$ cat config.mk
export PLATFORM = sky130hd
export DESIGN_NAME = srg_isqrt
export DESIGN_NICKNAME = d
export VERILOG_FILES = /design/src/rtl/srg_pkg.sv /design/src/rtl/srg_isqrt.sv
export SDC_FILE = /design/constraint.sdc
export NUM_CORES = 2
export LEC_CHECK = 0
export BUFFER_PORTS_ARGS = -buffer_cell sky130_fd_sc_hd__buf_2
export CORE_MARGIN = 4
export CORE_UTILIZATION = 35
export DETAILED_ROUTE_END_ITERATION = 10
export SYNTH_ARGS = -nofsm -noshare
export SYNTH_HDL_FRONTEND = slang
export SYNTH_SLANG_ARGS = --single-unit
$ cat constraint.sdc
create_clock -name clk -period 11.33 [get_ports clk]
set_input_delay 3.399 -clock clk [delete_from_list [all_inputs] [get_ports clk]]
set_output_delay 3.399 -clock clk [all_outputs]
set_load 0.01 [all_outputs]
$ cat src/rtl/srg_pkg.sv
// Shared types, constants and fixed-point helpers for the particle step pipeline.
package srg_pkg;

	localparam int WORD_W    = 32;
	localparam int NCOMP     = 3;
	localparam int AXIS_Y    = 1;
	localparam int FRAC      = 16;
	localparam int IN_W      = 4 * NCOMP * WORD_W;
	localparam int OUT_W     = 2 * NCOMP * WORD_W;
	localparam int SQ_W      = 2 * WORD_W;
	localparam int UNIT_NW   = WORD_W + FRAC;
	localparam int UNIT_QW   = FRAC + 2;
	localparam int CFG_IDX_W = 3;
	localparam int LAW_W     = 2;
	localparam int PARAM_W   = WORD_W - 1;

	localparam logic signed [63:0] SAT_MAX = 64'sd2147483647;
	localparam logic signed [63:0] SAT_MIN = -64'sd2147483648;

	typedef logic signed [WORD_W-1:0] word_t;
	typedef word_t [NCOMP-1:0] vec_t;
	typedef logic signed [UNIT_QW:0] unit_t;

	localparam word_t WORD_MAX = 32'sh7fff_ffff;
	localparam word_t WORD_MIN = 32'sh8000_0000;

	// fixed-point scale constants (0.1, 0.001, -0.01)
	localparam logic signed [15:0] SCALE_TREE       = 16'sd6554;
	localparam logic signed [15:0] SCALE_LEAF_REPEL = 16'sd66;
	localparam logic signed [15:0] SCALE_LEAF_GRAV  = -16'sd655;

	localparam logic [PARAM_W-1:0] MASS_RST = 31'd65536;
	localparam word_t              GRAV_RST = 32'sd65536;
	localparam logic [PARAM_W-1:0] DT_RST   = 31'd3277;

	typedef enum logic [CFG_IDX_W-1:0] {
		REG_FORCE_LAW   = 3'd0,
		REG_MASS        = 3'd1,
		REG_CHARGE      = 3'd2,
		REG_REST_LEN    = 3'd3,
		REG_STIFFNESS   = 3'd4,
		REG_GRAVITY     = 3'd5,
		REG_TIME_STEP   = 3'd6
	} cfg_reg_t;

	typedef enum logic [LAW_W-1:0] {
		LAW_FULL = 2'd0,
		LAW_TREE = 2'd1,
		LAW_LEAF = 2'd2
	} law_t;

	function automatic logic signed [63:0] sx64(input word_t x);
		return {{32{x[WORD_W-1]}}, x};
	endfunction

	function automatic word_t sat32(input logic signed [63:0] x);
		word_t r;
		if (x > SAT_MAX) r = WORD_MAX;
		else if (x < SAT_MIN) r = WORD_MIN;
		else r = x[WORD_W-1:0];
		return r;
	endfunction

	function automatic logic [WORD_W-1:0] mag32(input word_t x);
		logic [WORD_W-1:0] r;
		r = x[WORD_W-1] ? WORD_W'(-x) : WORD_W'(x);
		return r;
	endfunction

	// sat(floor(x * c / 65536))
	function automatic word_t scale(input word_t x, input logic signed [15:0] c);
		logic signed [63:0] p;
		p = sx64(x) * {{48{c[15]}}, c};
		return sat32(p >>> FRAC);
	endfunction

endpackage

$ cat src/rtl/srg_isqrt.sv
// Pipelined floor square root, one root bit per stage.
module srg_isqrt #(
	parameter int IN_W = srg_pkg::SQ_W
) (
	input  logic              clk,
	input  logic              en,
	input  logic [IN_W-1:0]   rad,
	output logic [IN_W/2-1:0] root
);
	localparam int RW  = IN_W / 2;
	localparam int RMW = RW + 3;

	logic [IN_W-1:0] rad_s  [1:RW-1];
	logic [RMW-1:0]  rem_s  [1:RW-1];
	logic [RW-1:0]   root_s [1:RW];

	for (genvar k = 0; k < RW; k++) begin : g_step
		logic [IN_W-1:0] rad_in;
		logic [RMW-1:0]  rem_in;
		logic [RW-1:0]   root_in;
		logic [RMW-1:0]  raw;
		logic [RMW-1:0]  test;
		logic            take;

		if (k == 0) begin : g_first
			assign rad_in  = rad;
			assign rem_in  = '0;
			assign root_in = '0;
		end else begin : g_next
			assign rad_in  = rad_s[k];
			assign rem_in  = rem_s[k];
			assign root_in = root_s[k];
		end

		// bring down the next bit pair and try root*4+1
		always_comb begin
			raw  = {rem_in[RMW-3:0], rad_in[IN_W-1-2*k -: 2]};
			test = RMW'({root_in, 2'b01});
			take = raw >= test;
		end

		always_ff @(posedge clk) begin
			if (en) begin
				root_s[k+1] <= {root_in[RW-2:0], take};
			end
		end

		if (k < RW - 1) begin : g_carry
			always_ff @(posedge clk) begin
				if (en) begin
					rad_s[k+1] <= rad_in;
					rem_s[k+1] <= take ? raw - test : raw;
				end
			end
		end
	end

	assign root = root_s[RW];

endmodule

Word level (Yosys, flattened, before mapping)
Memories as Yosys holds them, arrays and structs flattened.
Cells that the tools add are included.
{"block": "totals", "out_inout_bits": 32, "ramBits": 4093, "in_bits": 66, "register_bits": 0, "memories": 3}
{"block": "op_classes", "add_sub_neg": 31, "muxes": 33, "magnitude_cmp": 32}
{"name": "rad_s", "words": 31, "word_bits": 64, "rd": 31, "rd_clocked_by_memory_dff": 0, "wr": 31, "line": "srg_isqrt.sv:13", "rtl": "logic [IN_W-1:0] rad_s [1:RW-1];"}
{"name": "rem_s", "words": 31, "word_bits": 35, "rd": 31, "rd_clocked_by_memory_dff": 0, "wr": 31, "line": "srg_isqrt.sv:14", "rtl": "logic [RMW-1:0] rem_s [1:RW-1];"}
{"name": "root_s", "words": 32, "word_bits": 32, "rd": 32, "rd_clocked_by_memory_dff": 0, "wr": 32, "line": "srg_isqrt.sv:15", "rtl": "logic [RW-1:0] root_s [1:RW];"}
{"operator": "35-bit by 34-bit greater-or-equal comparator with 1-bit output", "count": 31}
{"operator": "35-bit 2-to-1 mux", "count": 31}
{"operator": "35-bit by 34-bit subtractor with 35-bit output", "count": 30}
{"operator": "2-bit by 1-bit subtractor with 3-bit output, second input constant", "count": 1}
{"operator": "2-bit by 1-bit greater-or-equal comparator with 1-bit output, second input constant", "count": 1}
{"operator": "1-bit 2-to-1 mux", "count": 2}

Logic depth before layout (Yosys ltp)
An unclocked memory read counts as a cell.
{"block": "logic_depth", "depth_word": 3, "ltp_mapped": 16}

Worst setup path after synthesis
OpenSTA, ideal clock, no wires.
{"block": "synth_path", "path_kind": "input-to-reg", "start": "input rad[63]", "end": "register, netlist name root_s[0][32]", "setup_slack_ns": 7.404, "t_arrival_ns": 3.663, "cell_stages": 1, "path_buffers": 0, "path_cell_list": "or2_2"}
{"element": "start: declaration", "line": "srg_isqrt.sv:7", "rtl": "input logic [IN_W-1:0] rad,"}

==> impl_metrics.csv <==
group,metric,value,unit
routing,num_vias,68800,
worst_setup_path,critPathCaptureType,"flip-flop",
synthesis,ys.warnings.count,0,
cts,cts_sinks,2494,
sta,setup_viol,0,
cells_and_area,final_cell_mix,"edfxtp_1, inv_1, nand2_1, ha_1, nor2_1",
synthesis,synth_edf_count,2494,
power_and_ir_drop,power_frac_comb,19.9,%
cts,cts-hold-fix-buffers,0,
sta,rsz0062_at_grt,"false",
floorplanning,start_util,35.1,%
hold_path,hold_depth,0,
placement,dp_slack,5.21,ns
sta,slew_headroom,21.6,%
synthesis,netlist_instances,8973,
synthesis,synth.top_cell.area_share,64.6,%
floorplanning,core,330000,µm²
worst_setup_path,arrival,5.60,ns
placement,io_buffers,97,
placement,dpl-instance-area,122000,µm²
cts,cts_made_buffers,281,
hold_path,hold_path.class,"flip-flop to flip-flop",
synthesis,synthesis.nets,9600,
run_status,status,"finished, final reports clean",
sta,fin_crit,5.18,ns
cells_and_area,regArea,74900,µm²
cells_and_area,final_cell_area,131000,µm²
synthesis,synth_flop_cell,"edfxtp_1",
cells_and_area,multi_input_area,37600,µm²
worst_setup_path,crit-reg2reg-launch,"rem_s[30][3]",
power_and_ir_drop,swShare,27.8,%
cts,cts.repair.resized,0,
cts,cts-root-buf,"clkbuf_16",
cts,cts_tree,"yes",
global_routing,grt_pass1_wl,358000,µm
cts,clockBufferDepth,4,
worst_setup_path,required,11.75,ns
power_and_ir_drop,internal_power,19200,µW
routing,via_per_inst,4.98,
placement,hpwl,157000,µm
floorplanning,rows,211,
cts,ctsHtreeMaxLevel,5,
synthesis,yosys.area.top_type,"edfxtp_1",
sta,fmax,193,MHz
sta,tns,0,ns
routing,dr.pass1.iters,6,
global_routing,antenna_found_initial,3,
synthesis,synth.ff_latch_count,2494,
routing,post_drt_wl_per_cell,16.1,µm
placement,gp_congestion,0.905,
sta,slew_violations,0,
sta,hold_viol_final,0,
global_routing,grt_max_degree,206,
flow_run,drv_cap,0,
worst_setup_path,r2r_slack,6.90,ns
floorplanning,fp.dieArea,340000,µm²
routing,drt-total-wl,222000,µm
worst_setup_path,critPathKind,"input port to flip-flop",
sta,tightest_slew,1.18,ns
power_and_ir_drop,p_seq_share,46.8,%
power_and_ir_drop,peakVddDrop,0.000109,V
cts,clock_latency,0.88,ns
synthesis,async_reset_ff_share,0,%
worst_setup_path,path_max_fanout,205,
cells_and_area,area_growth,12.9,%
floorplanning,die_w,583,µm
worst_setup_path,r2r-end,"rem_s[31][31]",
global_routing,grt_overflow,0,
routing,first_iter_violations,4978,
synthesis,yosysUniqueCellTypes,82,
sta,period_share,45.7,%
cells_and_area,n_fill_cell,30500,
power_and_ir_drop,p_sw,7400,µW
worst_setup_path,rr_worst_depth,12,
global_routing,grt_pass1_vias,68200,
floorplanning,die-height,583,µm
routing,ant_nets,0,
hold_path,whs_endpoint,"rad_s[11][29]",
cells_and_area,mostFrequentLayoutCell,"edfxtp_1",
synthesis,synthTopCellsByArea,"edfxtp_1, ha_1, xor2_1",
cells_and_area,fin_nets,9860,
worst_setup_path,start_kind,"input port",
cts,postCtsSetupBuffers,0,
synthesis,yosysSeqAreaShare,64.6,%
synthesis,syn_avg_cell_area,12.9,µm²
sta,fin_worst_skew,0.0745,ns
hold_path,hold_path_startpoint,"rad_s[10][29]",
power_and_ir_drop,design_power_total,26600,µW
routing,drc,0,
power_and_ir_drop,static-leakage-power,0.0493,µW
power_and_ir_drop,power_density,203,nW/µm²
sta,setup_ws,6.15,ns
power_and_ir_drop,clock_power_share,33.3,%
synthesis,syn_area,116000,µm²
floorplanning,ios,98,
global_routing,track_usage,12.6,%
cells_and_area,drive_gt1_share,7.73,%
cts,clk_pin_slew_worst_paths,0.06,ns
final cells by class:
class / count / share of cell area [%]
diodes: 1 / 0.00191
inverters: 740 / 2.12
multi-input cells: 5571 / 28.8
clock buffers: 330 / 5.58
flip-flops and latches: 2494 / 57.3
repair buffers: 145 / 0.744
well taps: 4366 / 4.18
clock inverters: 164 / 1.34
synth_stat cells (all sizes together) (13+ instances only):
cell	n
nand2b	126
and3	49
a31oi	50
a2111oi	16
inv	737
xor2	400
clkbuf	149
a211oi	34
buf	19
or4	63
nor3	216
a21oi	543
nor2	561
or2	64
nand2	574
o21ai	524
a21boi	27
nand4	95
nand3b	22
o21a	89
xnor2	390
edfxtp	2494
and2	31
ha	561
nand3	154
nor2b	85
o21bai	56
o31ai	54
a211o	19
o41ai	14
nor4	100
nor4b	13
or3	104
o31a	14
o211ai	31
nor3b	24
mux2	72
a21o	229
flip-flops by register name, indices dropped and copies added, names as in the netlist:
| signal | count |
|---|---|
| root_s | 528 |
| rad_s | 992 |
| rem_s | 974 |
per-layer routing:
layer	track usage, %	up-vias	routed length, µm	share of wire (%)
met5	0	-	0	0
met3	1.88	549	9630	4.3
met2	21.3	1670	106000	48
li1	-	33700	-	-
met4	5.31	0	9130	4.1
met1	16.3	32900	97300	44
worst max-delay path, stage by stage:
cell	delay [ns]
buf_12	0.33
buf_12	0.65
buf_12	0.76
power by group through the flow:
stage / combinational, µW / sequential (µW) / clock (µW)
2_1_floorplan: 3960 / 12300 / 0
6_report: 5290 / 12400 / 8860
3_3_place_gp: 5140 / 12600 / 0
5_1_grt: 5920 / 12500 / 9580
3_5_place_dp: 5240 / 12600 / 0
4_1_cts: 5280 / 12400 / 9190
cells by family after synthesis:
kind of cell	share of synthesized area, %
DFF	64.6
and+or+nand+nor	9.96
AOI/OAI and AO/OA	9.64
buffers and inverters	2.95
xor gates and xnor gates	5.98
adders and majority gates	6.06
muxes	0.778
other	0.00324
worst max-delay path by stage:
| stage | from | end | slack (ns) | cells past startpoint |
|---|---|---|---|---|
| after floorplan | rad[63] | root_s[0][32] | 7.40 | 1 |
| after global placement | en | rad_s[8][44] | 5.33 | 3 |
| after detailed placement | en | rad_s[8][44] | 5.21 | 3 |
| after CTS | en | rem_s[8][23] | 6.20 | 3 |
| after global routing | en | rem_s[8][23] | 6.03 | 3 |
| final | en | rem_s[26][28] | 6.15 | 3 |
through the flow:
step,hold WS [ns],std cells,util (%)
after CTS,0.396,13800,39.6
after global routing,0.401,13800,39.6
after global placement,0.400,13300,36.9
after detailed placement,0.405,13300,36.9
final,0.399,13800,39.6
after floorplan,0.400,8973,-
(Power assumes the default switching activity.)
