## src/rtl/srg_pkg.sv

```systemverilog
// Shared types, constants and fixed-point helpers for the particle step pipeline.
package srg_pkg;

	localparam int WORD_W    = 32;
	localparam int NCOMP     = 3;
	localparam int AXIS_Y    = 1;
	localparam int FRAC      = 16;
	localparam int IN_W      = 4 * NCOMP * WORD_W;
	localparam int OUT_W     = 2 * NCOMP * WORD_W;
	localparam int SQ_W      = 2 * WORD_W;
	localparam int UNIT_NW   = WORD_W + FRAC;
	localparam int UNIT_QW   = FRAC + 2;
	localparam int CFG_IDX_W = 3;
	localparam int LAW_W     = 2;
	localparam int PARAM_W   = WORD_W - 1;

	localparam logic signed [63:0] SAT_MAX = 64'sd2147483647;
	localparam logic signed [63:0] SAT_MIN = -64'sd2147483648;

	typedef logic signed [WORD_W-1:0] word_t;
	typedef word_t [NCOMP-1:0] vec_t;
	typedef logic signed [UNIT_QW:0] unit_t;

	localparam word_t WORD_MAX = 32'sh7fff_ffff;
	localparam word_t WORD_MIN = 32'sh8000_0000;

	// fixed-point scale constants (0.1, 0.001, -0.01)
	localparam logic signed [15:0] SCALE_TREE       = 16'sd6554;
	localparam logic signed [15:0] SCALE_LEAF_REPEL = 16'sd66;
	localparam logic signed [15:0] SCALE_LEAF_GRAV  = -16'sd655;

	localparam logic [PARAM_W-1:0] MASS_RST = 31'd65536;
	localparam word_t              GRAV_RST = 32'sd65536;
	localparam logic [PARAM_W-1:0] DT_RST   = 31'd3277;

	typedef enum logic [CFG_IDX_W-1:0] {
		REG_FORCE_LAW   = 3'd0,
		REG_MASS        = 3'd1,
		REG_CHARGE      = 3'd2,
		REG_REST_LEN    = 3'd3,
		REG_STIFFNESS   = 3'd4,
		REG_GRAVITY     = 3'd5,
		REG_TIME_STEP   = 3'd6
	} cfg_reg_t;

	typedef enum logic [LAW_W-1:0] {
		LAW_FULL = 2'd0,
		LAW_TREE = 2'd1,
		LAW_LEAF = 2'd2
	} law_t;

	function automatic logic signed [63:0] sx64(input word_t x);
		return {{32{x[WORD_W-1]}}, x};
	endfunction

	function automatic word_t sat32(input logic signed [63:0] x);
		word_t r;
		if (x > SAT_MAX) r = WORD_MAX;
		else if (x < SAT_MIN) r = WORD_MIN;
		else r = x[WORD_W-1:0];
		return r;
	endfunction

	function automatic logic [WORD_W-1:0] mag32(input word_t x);
		logic [WORD_W-1:0] r;
		r = x[WORD_W-1] ? WORD_W'(-x) : WORD_W'(x);
		return r;
	endfunction

	// sat(floor(x * c / 65536))
	function automatic word_t scale(input word_t x, input logic signed [15:0] c);
		logic signed [63:0] p;
		p = sx64(x) * {{48{c[15]}}, c};
		return sat32(p >>> FRAC);
	endfunction

endpackage

```

## src/rtl/srg_delay.sv

```systemverilog
// Enabled shift line that carries a bundle of bits for a fixed number of stages.
module srg_delay #(
	parameter int W = srg_pkg::WORD_W,
	parameter int N = 1
) (
	input  logic         clk,
	input  logic         arst_n,
	input  logic         en,
	input  logic [W-1:0] din,
	output logic [W-1:0] dout
);
	logic [W-1:0] line_s [N];

	always_ff @(posedge clk or negedge arst_n) begin
		if (!arst_n) begin
			for (int i = 0; i < N; i++) line_s[i] <= '0;
		end else if (en) begin
			line_s[0] <= din;
			for (int i = 1; i < N; i++) line_s[i] <= line_s[i-1];
		end
	end

	assign dout = line_s[N-1];

endmodule

```

## config.mk

```make
export PLATFORM = sky130hd
export DESIGN_NAME = srg_delay
export DESIGN_NICKNAME = d
export VERILOG_FILES = /design/src/rtl/srg_pkg.sv /design/src/rtl/srg_delay.sv
export SDC_FILE = /design/constraint.sdc
export NUM_CORES = 1
export LEC_CHECK = 0
export ABC_AREA = 1
export BUFFER_PORTS_ARGS = -buffer_cell sky130_fd_sc_hd__clkbuf_2
export CAP_MARGIN = 20
export CORE_MARGIN = 2
export CORE_UTILIZATION = 35
export DETAILED_ROUTE_END_ITERATION = 10
export PLACE_DENSITY = 0.66
export SYNTH_ARGS = -nofsm -noshare
export SYNTH_HDL_FRONTEND = slang
export SYNTH_SLANG_ARGS = --single-unit
export TNS_END_PERCENT = 100
```

## constraint.sdc

```tcl
create_clock -name clk -period 0.8 [get_ports clk]
set_input_delay 0.04 -clock clk [delete_from_list [all_inputs] [get_ports clk]]
set_output_delay 0.04 -clock clk [all_outputs]
set_load 0.01 [all_outputs]
```

# --- Word-level counts from Yosys, hierarchy flattened ---
# Index checks and enable logic that the tools add are counted.
totals:
  ff_bits: 32
  latchBits: 0
  ramBits: 0
  mem_bits_ro: 0
  out_inout_bits: 32
  mem_count: 0
op_classes:
  n_addsub: 0
  multipliers: 0
  div: 0
  order_cmp: 0
  n_eq_ne: 0
  n_shift: 0
  mux: 0
  n_bitwise: 0
  reduce_logical: 0

# --- Longest topological paths before layout ---
# Gate-level depths: netlist (run 1).
depth:
  depth_word: 0
  mapped_depth: 5

# --- Worst setup path after synthesis (run 1) ---
# No wires, ideal clock.
synth_timing:
  path_type: "reg2reg"
  startpoint: "reg dout[0] (netlist name)"
  endpoint: "reg line_s (netlist bit dout[0])"
  setup_ps: 116
  arrival_time_ps: 505
  required_time_ps: 684
  setup_slack_ps: 178
  stages_incl_launch_ff: 3
  period_less_slack_ps: 622
  cell_sequence: "dfrtp_1 nand2_2 nand2_1"
synth_lines:
  columns: ["element", "line", "rtl"]
  rows:
  - ["end: declaration", "srg_delay.sv:12", "logic [W-1:0] line_s [N];"]

# --- Final worst setup path (run 1) ---
layout_timing:
  startpoint: "reg line_s (netlist bit dout[8])"
  endpoint: "out dout[8]"
layout_lines:
  columns: ["element", "line", "rtl"]
  rows:
  - ["end: declaration", "srg_delay.sv:10", "output logic [W-1:0] dout"]
# No word-level cell between the ends.

==> results of run 1 <==
## metrics by stage
| step | worst slack [ns] | util (%) | instances |
|---|---|---|---|
| final | -0.0493 | 60.6 | 305 |
| after global routing | -0.0965 | 60.6 | 305 |
| after CTS | -0.0599 | 58.8 | 298 |
| after detailed placement | 0.120 | 45.2 | 247 |
| after global placement | 0.147 | 45.2 | 247 |
| after floorplan | 0.178 | - | 136 |
## worst reg2reg max path: stages (launching register included)
cell and delay [ns]:
dfrtp_1 0.40, buf_4 0.14, nand2_2 0.05, nand2_1 0.05
## repair_timing
item,CTS,global route
hold buffers,33,0
endpoints found under the setup margin,32,32
buffers inserted,11,7
endpoints found under the hold margin,64,0
gates resized for setup,0,4
gates cloned,0,0
pin swaps,0,0
## routing by layer
| metal | share of wire (%) | up-vias | routed length, µm | track usage (%) |
|---|---|---|---|---|
| met5 | 0 | - | 0 | 0 |
| met4 | 2.3 | 0 | 86 | 8.78 |
| met3 | 5.6 | 9 | 204 | 6.08 |
| met2 | 53 | 44 | 1960 | 33.4 |
| met1 | 39 | 568 | 1420 | 19.6 |
| li1 | - | 645 | - | - |
## placed cells by master, fill, tap and decap left out, drive strengths merged
| cell | synthesis | final |
|---|---|---|
| nand2 | 96 | 96 |
| clkbuf | 3 | 70 |
| dfrtp | 32 | 32 |
| dlygate4sd3 | 0 | 33 |
| clkinv | 0 | 1 |
| inv | 1 | 1 |
| buf | 4 | 24 |
## kinds of logic after synthesis
logic type	after synthesis	synth area share [%]
buf+inv	8	8.23
flops	32	62.0
simple gates	96	29.8
## area by class of cell
cell class / count / area, µm²
timing repair buffer: 121 / 851
inverter: 1 / 11.3
multi-input combinational: 96 / 385
tap: 48 / 60.1
fill: 323 / 1420
clock inverter: 1 / 5.00
clock buffer: 6 / 72.6
sequential: 32 / 801
## how the worst max path moves through the flow
stage | startpoint | endpoint | depth (start not counted)
5_1_grt | dout[8] | dout[8] | 1
2_1_floorplan | dout[0] | dout[0] | 2
6_report | dout[8] | dout[8] | 1
3_5_place_dp | en | dout[4] | 4
4_1_cts | dout[4] | dout[4] | 1
3_3_place_gp | en | dout[8] | 4
## power breakdown
| group | switching (mW) | leakage, nW | internal, mW |
|---|---|---|---|
| Clock | 0.547 | 0.0410 | 0.590 |
| Combinational | 0.381 | 0.820 | 0.452 |
| Sequential | 0.0836 | 0.390 | 1.76 |
| Total | 1.01 | 1.25 | 2.80 |
==> impl_metrics.csv, run 1 <==
group,metric,value,unit
hold_path,hp-class,"in -> reg",
clock_network,htreeDepth,2,
synth,synth_area_leader_cell,"dfrtp_1",
clock_network,clk_latency,0.28,ns
synth,ys_seq_area_share,62.0,%
worst_setup_path,reg2regPathDepth,3,
worst_setup_path,start_kind,"register",
layout,insertedDiodeCount,0,
grt,antenna_found_initial,0,
timing,fin_ws,-0.0493,ns
worst_setup_path,worst_r2r_endpoint,"dout[5]",
timing,setup_tns,-0.902,ns
placed_design,hpwl,2000,µm
clock_network,root_buffer,"clkbuf_8",
run_status,violations,"setup timing",
power,leakage,1.25,nW
worst_setup_path,cp.arrival,0.81,ns
synth,synthCells,136,
synth,synthTopCellsByCount,"nand2_1, dfrtp_1, nand2_2",
worst_setup_path,cp_max_fo,2,
clock_network,cts_buffer_depth,2,
route,ant_nets,0,
placed_design,gp_routability_congestion,0.696,
synth,yosys.cell_count.top_type,"nand2_1",
power,fin_total_pwr,3.82,mW
route,wl_per_cell,12.0,µm
route,drtPass1Iterations,2,
timing,slew_violations,0,
clock_network,cts_sinks,32,
power,powerDensity,1750,nW/µm²
hold_path,min_path_cells,3,
layout,nets,292,
grt,grt_pass1_wl,5790,µm
synth,yosys.cell_types.count,7,
worst_setup_path,required,0.76,ns
worst_setup_path,reg2reg_slack,0.06,ns
synth,yosys_warnings,0,
grt,grt_pass1_vias,1278,
run_status,status,"complete, but fails checks",
clock_network,path_clk_slew,0.06,ns
worst_setup_path,cpPeakStageDelay,0.39,ns
route,viasPerCell,4.15,
grt,track_usage,18.7,%
route,drt_iter0_drc,57,
worst_setup_path,cp_top_family,"flip-flops",
die,die_h,64.8,µm
layout,drive_gt1_share,40.9,%
synth,syn_area_per_cell,9.50,µm²
synth,synth_nets,171,
synth,synth_edf_count,0,
layout,fin_area,2190,µm²
power,vdd_drop_max,1.07,mV
timing,setup_violations,32,
synth,ys_ff_latch,32,
timing,rsz0062_at_grt,"true",
grt,grt_max_degree,33,
flow_run,maxCapViolCount,0,
timing,holdWs,0.0912,ns
route,drc,0,
timing,fin_skew,0,ns
clock_network,numCtsBuffers,5,
layout,syn_to_final_growth,69.1,%
die,row_count,22,
synth,synthArstFlopShare,100,%
layout,largest_reg_flops,32,
route,dr_total_vias,1266,
route,routed_wl,3660,µm
hold_path,hp-start,"en",
clock_network,cts_tree,"done",
timing,layout_min_cycle_time,0.849,ns
die,core_area,3610,µm²
timing,max_freq,1180,MHz
worst_setup_path,timing.rr.start,"dout[5]",
placed_design,io_buffer_count,66,
die,start_util,35.8,%
synth,synthFlopType,"dfrtp_1",
synth,syn-cell-area,1290,µm²
worst_setup_path,worst-path-buf-inv,1,
placed_design,placed_cell_area,1630,µm²
timing,hold_violations,0,
die,die_x,64.8,µm
hold_path,hold_end,"dout[29]",
worst_setup_path,critPathKind,"reg -> out",
timing,post-route-period-util,106,%
timing,tightest_slew,0.208,ns
die,io_pins,67,
die,dieArea,4200,µm²
worst_setup_path,path_cells,"clkbuf_2",
timing,max_slew_margin,86.2,%
grt,overflow,0,
synth,synth_area_leaders,"dfrtp_1, nand2_1, nand2_2",
worst_setup_path,slowest_stage,"dfrtp_1",
worst_setup_path,crit_path_end_kind,"primary output",
synth,synth_top_area_share,62.0,%
(Power assumes the default switching activity.)
==> inputs of run 2 (changes only) <==
- ABC_AREA: 1 -> not set
- CORE_MARGIN: 2 -> not set
==> run 2 against run 1 <==
The run still ends with setup timing left. Synthesized cell count down 50%. Worst hold slack lost 0.080 ns. Critical path depth is the same. Sequential share of layout area is 0.92 points higher. Clock-buffer cell count grew 2. Via count fell by 25%. Utilization shrank 2.4 points. Final area is 2.5% lower. Flip-flop and latch count is the same. Clock skew unchanged. Clock power increased by 8%. Area after synthesis increased by 4.1%. Critical endpoint is now dout[21].
==> impl_metrics.csv, run 2 <==
group,metric,value,unit
route,viasPerCell,4.29,
worst_setup_path,cp.arrival,0.80,ns
layout,insertedDiodeCount,0,
layout,largest_reg_flops,32,
timing,holdWs,0.0116,ns
power,p_int,3.01,mW
placed_design,placed_cell_area,1730,µm²
route,drtPass1Iterations,4,
power,switchingPower,929,µW
worst_setup_path,path_cells,"clkbuf_2",
power,combPwrFrac,21.1,%
synth,synth_edf_count,0,
die,die_x,64.0,µm
layout,layout_common_cells,"clkbuf_2, dfrtp_1, dlygate4sd3_1, mux2_4, clkbuf_8",
synth,synthCells,68,
synth,ys_ff_latch,32,
route,ant_nets,0,
synth,syn_area_per_cell,19.8,µm²
die,die_h,64.0,µm
route,drc,0,
clock_network,clk_latency,0.27,ns
die,start_util,36.7,%
route,drt_iter0_drc,17,
power,p_sw_share,23.6,%
route,wl_met2,1400,µm
power,fin_total_pwr,3.94,mW
power,pwr-share-clk,31.2,%
clock_network,numCtsBuffers,5,
layout,final_cell_count_no_fill,221,
run_status,violations,"setup timing",
grt,overflow,0,
worst_setup_path,cp_top_family,"flip-flops",
timing,layout_min_cycle_time,0.840,ns
timing,slew_violations,0,
timing,hold_violations,0,
synth,synth_top_area_share,59.5,%
synth,synthFlopType,"dfrtp_1",
grt,antenna_found_initial,0,
power,p_seq_share,47.7,%
run_status,status,"complete, but fails checks",
timing,max_freq,1190,MHz
timing,max_slew_margin,88.7,%
synth,yosys_warnings,0,
route,dr_total_vias,948,
timing,tightest_slew,0.170,ns
route,routed_wl,2800,µm
route,wl_per_cell,12.7,µm
timing,post-route-period-util,105,%
grt,track_usage,16.2,%
die,row_count,22,
worst_setup_path,start_kind,"register",
worst_setup_path,slowest_stage,"dfrtp_1",
layout,fill_cells,287,
power,vdd_drop_max,1.02,mV
grt,grt_max_degree,33,
timing,setup_violations,33,
clock_network,htreeDepth,2,
timing,setup_tns,-0.816,ns
synth,syn-cell-area,1350,µm²
worst_setup_path,required,0.76,ns
synth,synthArstFlopShare,100,%
placed_design,hpwl,1790,µm
placed_design,gp_routability_congestion,0.647,
die,io_pins,67,
power,powerDensity,1850,nW/µm²
clock_network,path_clk_slew,0.06,ns
worst_setup_path,crit_path_end_kind,"primary output",
clock_network,cts_tree,"done",
hold_path,hp-class,"in -> reg",
placed_design,io_buffer_count,66,
placed_design,placedCellCount,182,
timing,rsz0062_at_grt,"true",
layout,nets,207,
clock_network,cts_sinks,32,
synth,ys_seq_area_share,59.5,%
clock_network,cts_buffer_depth,2,
layout,fin_area,2130,µm²
clock_network,root_buffer,"clkbuf_8",
worst_setup_path,worst-path-buf-inv,1,
grt,grt_pass1_wl,4830,µm
grt,grt_pass1_vias,1078,
timing,fin_ws,-0.0401,ns
worst_setup_path,cp_max_fo,2,
flow_run,maxCapViolCount,0,
synth,synth_nets,103,
synth,synth_area_leaders,"dfrtp_1, mux2_4, buf_12",
worst_setup_path,reg2reg_slack,0.02,ns
route,wl_met3,180,µm
worst_setup_path,cpPeakStageDelay,0.39,ns
route,wirelength_met1,1160,µm
synth,synth_area_leader_cell,"dfrtp_1",
layout,final_common_cell,"clkbuf_2",
synth,yosys.cell_types.count,5,
layout,drive_gt1_share,62.4,%
route,highest-signal-layer,"met4",
timing,fin_skew,0,ns
worst_setup_path,critPathKind,"reg -> out",
synth,synthTopCellsByCount,"dfrtp_1, mux2_4, buf_12",
die,dieArea,4090,µm²
die,core_area,3660,µm²
power,leakage,1.11,nW
layout,syn_to_final_growth,58.5,%
synth,yosys.cell_count.top_type,"dfrtp_1",
## run 2: changes by cell type in the layout (fill, tap and decap cells not counted), sizes merged
cell	delta
buf	-19
mux2	+32
clkbuf	+3
nand2	-96
dlygate4sd3	-2
clkinv	-1
inv	-1
## run 2: metrics by stage
step	setup slack, ns	util, %
finish	-0.0401	58.2
global route	-0.0807	58.2
CTS	-0.0634	58.0
detailed placement	-0.0438	47.3
global placement	-0.0189	47.3
floorplan	0.0207	-
## run 2: timing repair
| action | in CTS | in global routing |
|---|---|---|
| gates resized for setup | 0 | 1 |
| endpoints found under the setup margin | 32 | 32 |
| setup buffers | 0 | 0 |
| pin swaps | 0 | 0 |
| endpoints found under the hold margin | 61 | 1 |
| hold buffers | 30 | 1 |
## run 2: area by class of cell
class                   instances  area, µm²  area share (%)
clock buffers                   8       90.1            4.23
multi-input cells              32        473            22.2
flip-flops and latches         32        801            37.6
well taps                      48       60.1            2.82
repair buffers                101        708            33.2
## run 2: kinds of logic (layout without fill, tap and decap cells)
logic type / Yosys count / count (layout) / share of synthesized area (%)
buf+inv: 4 / 109 / 5.30
flops: 32 / 32 / 59.5
mux: 32 / 32 / 35.2
## run 2: final timing paths
path                       startpoint       end  depth (start not counted)
min in group asynchronous      arst_n  dout[22]                          3
max                          dout[21]  dout[21]                          1
max in group asynchronous      arst_n  dout[18]                          3
min reg2reg                  dout[10]  dout[10]                          1
min                           din[21]  dout[21]                          2
max reg2reg                  dout[21]  dout[21]                          1
## run 2: metal layers
metal	vias to the layer above	global-route usage, %
li1	441	-
met1	455	17.4
met2	45	27.9
met3	7	6.43
met4	0	7.10
met5	-	0
## run 2: power by group through the flow
stage / registers [mW] / logic (mW) / clock network, mW
after floorplan: 1.97 / 0.332 / 0
after global placement: 1.90 / 0.704 / 0
after detailed placement: 1.90 / 0.720 / 0
after CTS: 1.88 / 0.834 / 1.29
after global routing: 1.90 / 0.895 / 1.36
final: 1.88 / 0.831 / 1.23
==> inputs of run 3 (changes only) <==
- ABC_AREA: not set -> 1
- CELL_PAD_IN_SITES_DETAIL_PLACEMENT: not set -> 1
- CELL_PAD_IN_SITES_GLOBAL_PLACEMENT: not set -> 2
- CORE_UTILIZATION: 35 -> 24
- PLACE_DENSITY: 0.66 -> 0.78
==> run 3 against run 2 <==
The flow still finishes with violations (setup timing). Flip-flop and latch count is the same. Fmax decreased by 1.3%. Final area rose by 4.7%. Via count is 33% higher. Setup slack got worse by 0.011 ns. Sequential share of layout area is 1.7 points lower. Clock-buffer cell count fell by 1. Combinational power barely moved. Clock skew stayed put. Highest routed layer unchanged.
==> impl_metrics.csv, run 3 (synthesized netlist as in run 1, its figures left out) <==
group,metric,value,unit
timing,fin_ws,-0.0511,ns
grt,antenna_found_initial,0,
layout,layout_common_cells,"nand2_1, clkbuf_2, dlygate4sd3_1, dfrtp_1, buf_4",
worst_setup_path,cp_top_family,"flip-flops",
timing,hold_violations,0,
layout,nets,292,
route,drt_iter0_drc,18,
layout,largest_reg_flops,32,
timing,max_freq,1180,MHz
timing,holdWs,0.200,ns
die,die_x,75.4,µm
clock_network,numCtsBuffers,5,
placed_design,hpwl,2310,µm
placed_design,dp_slack,0.156,ns
worst_setup_path,critPathKind,"reg -> out",
layout,final_util,43.4,%
timing,setup_violations,33,
die,row_count,26,
route,viasPerCell,3.85,
worst_setup_path,cp.arrival,0.81,ns
timing,slew_violations,0,
die,start_util,25.1,%
run_status,violations,"setup timing",
worst_setup_path,worst-path-buf-inv,1,
layout,syn_to_final_growth,72.7,%
placed_design,io_buffer_count,66,
route,drc,0,
timing,layout_min_cycle_time,0.851,ns
clock_network,htreeDepth,2,
power,leakage,1.26,nW
timing,rsz0062_at_grt,"true",
clock_network,root_buffer,"clkbuf_8",
power,vdd_drop_max,0.999,mV
flow_run,maxCapViolCount,0,
route,dr_total_vias,1258,
worst_setup_path,slowest_stage,"dfrtp_1",
route,routed_wl,3760,µm
worst_setup_path,path_cells,"clkbuf_2",
power,powerDensity,1790,nW/µm²
die,die_h,75.4,µm
worst_setup_path,cp_max_fo,2,
placed_design,placedCellCount,269,
timing,post-route-period-util,106,%
timing,max_slew_margin,85.7,%
worst_setup_path,start_kind,"register",
clock_network,path_clk_slew,0.06,ns
grt,grt_pass1_wl,5870,µm
clock_network,cts_buffer_depth,2,
route,wl_per_cell,11.5,µm
layout,fin_area,2230,µm²
grt,overflow,0,
grt,track_usage,14.3,%
layout,drive_gt1_share,41.2,%
worst_setup_path,cpPeakStageDelay,0.40,ns
die,io_pins,67,
clock_network,cts_sinks,32,
layout,insertedDiodeCount,0,
die,dieArea,5680,µm²
layout,final_common_cell,"nand2_1",
worst_setup_path,crit_path_end_kind,"primary output",
timing,setup_tns,-0.942,ns
worst_setup_path,required,0.76,ns
route,ant_nets,0,
hold_path,hp-class,"in -> reg",
die,core_area,5140,µm²
power,fin_total_pwr,4.00,mW
route,drtPass1Iterations,3,
layout,final_cell_count_no_fill,327,
timing,fin_skew,0,ns
clock_network,cts_tree,"done",
grt,grt_max_degree,33,
timing,tightest_slew,0.214,ns
clock_network,clk_latency,0.28,ns
placed_design,gp_routability_congestion,0.603,
placed_design,placed_cell_area,1660,µm²
run_status,status,"complete, but fails checks",
grt,grt_pass1_vias,1269,
run 3: routing by layer:
metal,track usage [%],share of wire [%],up-vias
li1,-,-,643
met1,17.3,42,568
met2,24.0,52,42
met3,4.76,4.9,5
met4,4.94,1.1,0
met5,0,0,-
run 3: layout make-up:
class,instances,area (µm²)
Fill cell,629,2910
Tap cell,70,87.6
Timing Repair Buffer,121,851
Sequential cell,32,801
Inverter,1,11.3
Clock buffer,7,96.3
Multi-Input combinational cell,96,385
run 3: path summary, 6_finish.rpt:
path	startpoint	cells past startpoint	end	slack, ns
setup / recovery	dout[28]	1	dout[28]	-0.05
hold / removal	en	4	dout[9]	0.20
setup reg to reg	dout[9]	4	dout[9]	-0.01
hold reg to reg	dout[17]	2	dout[17]	0.47
max in group asynchronous	arst_n	3	dout[23]	0.36
min in group asynchronous	arst_n	3	dout[13]	0.26
run 3: report_power, final:
group	internal [mW]	switching [mW]	total [mW]
clock network	0.765	0.564	1.33
registers	1.76	0.0802	1.84
logic	0.452	0.378	0.830
run 3: repair_timing:
item / 4_1_cts / 5_1_grt
pin swaps: 0 / 0
endpoints found under the hold margin: 64 / 0
setup endpoints to repair: 32 / 32
setup buffers: 15 / 3
hold buffers: 33 / 0
resized for setup: 0 / 6
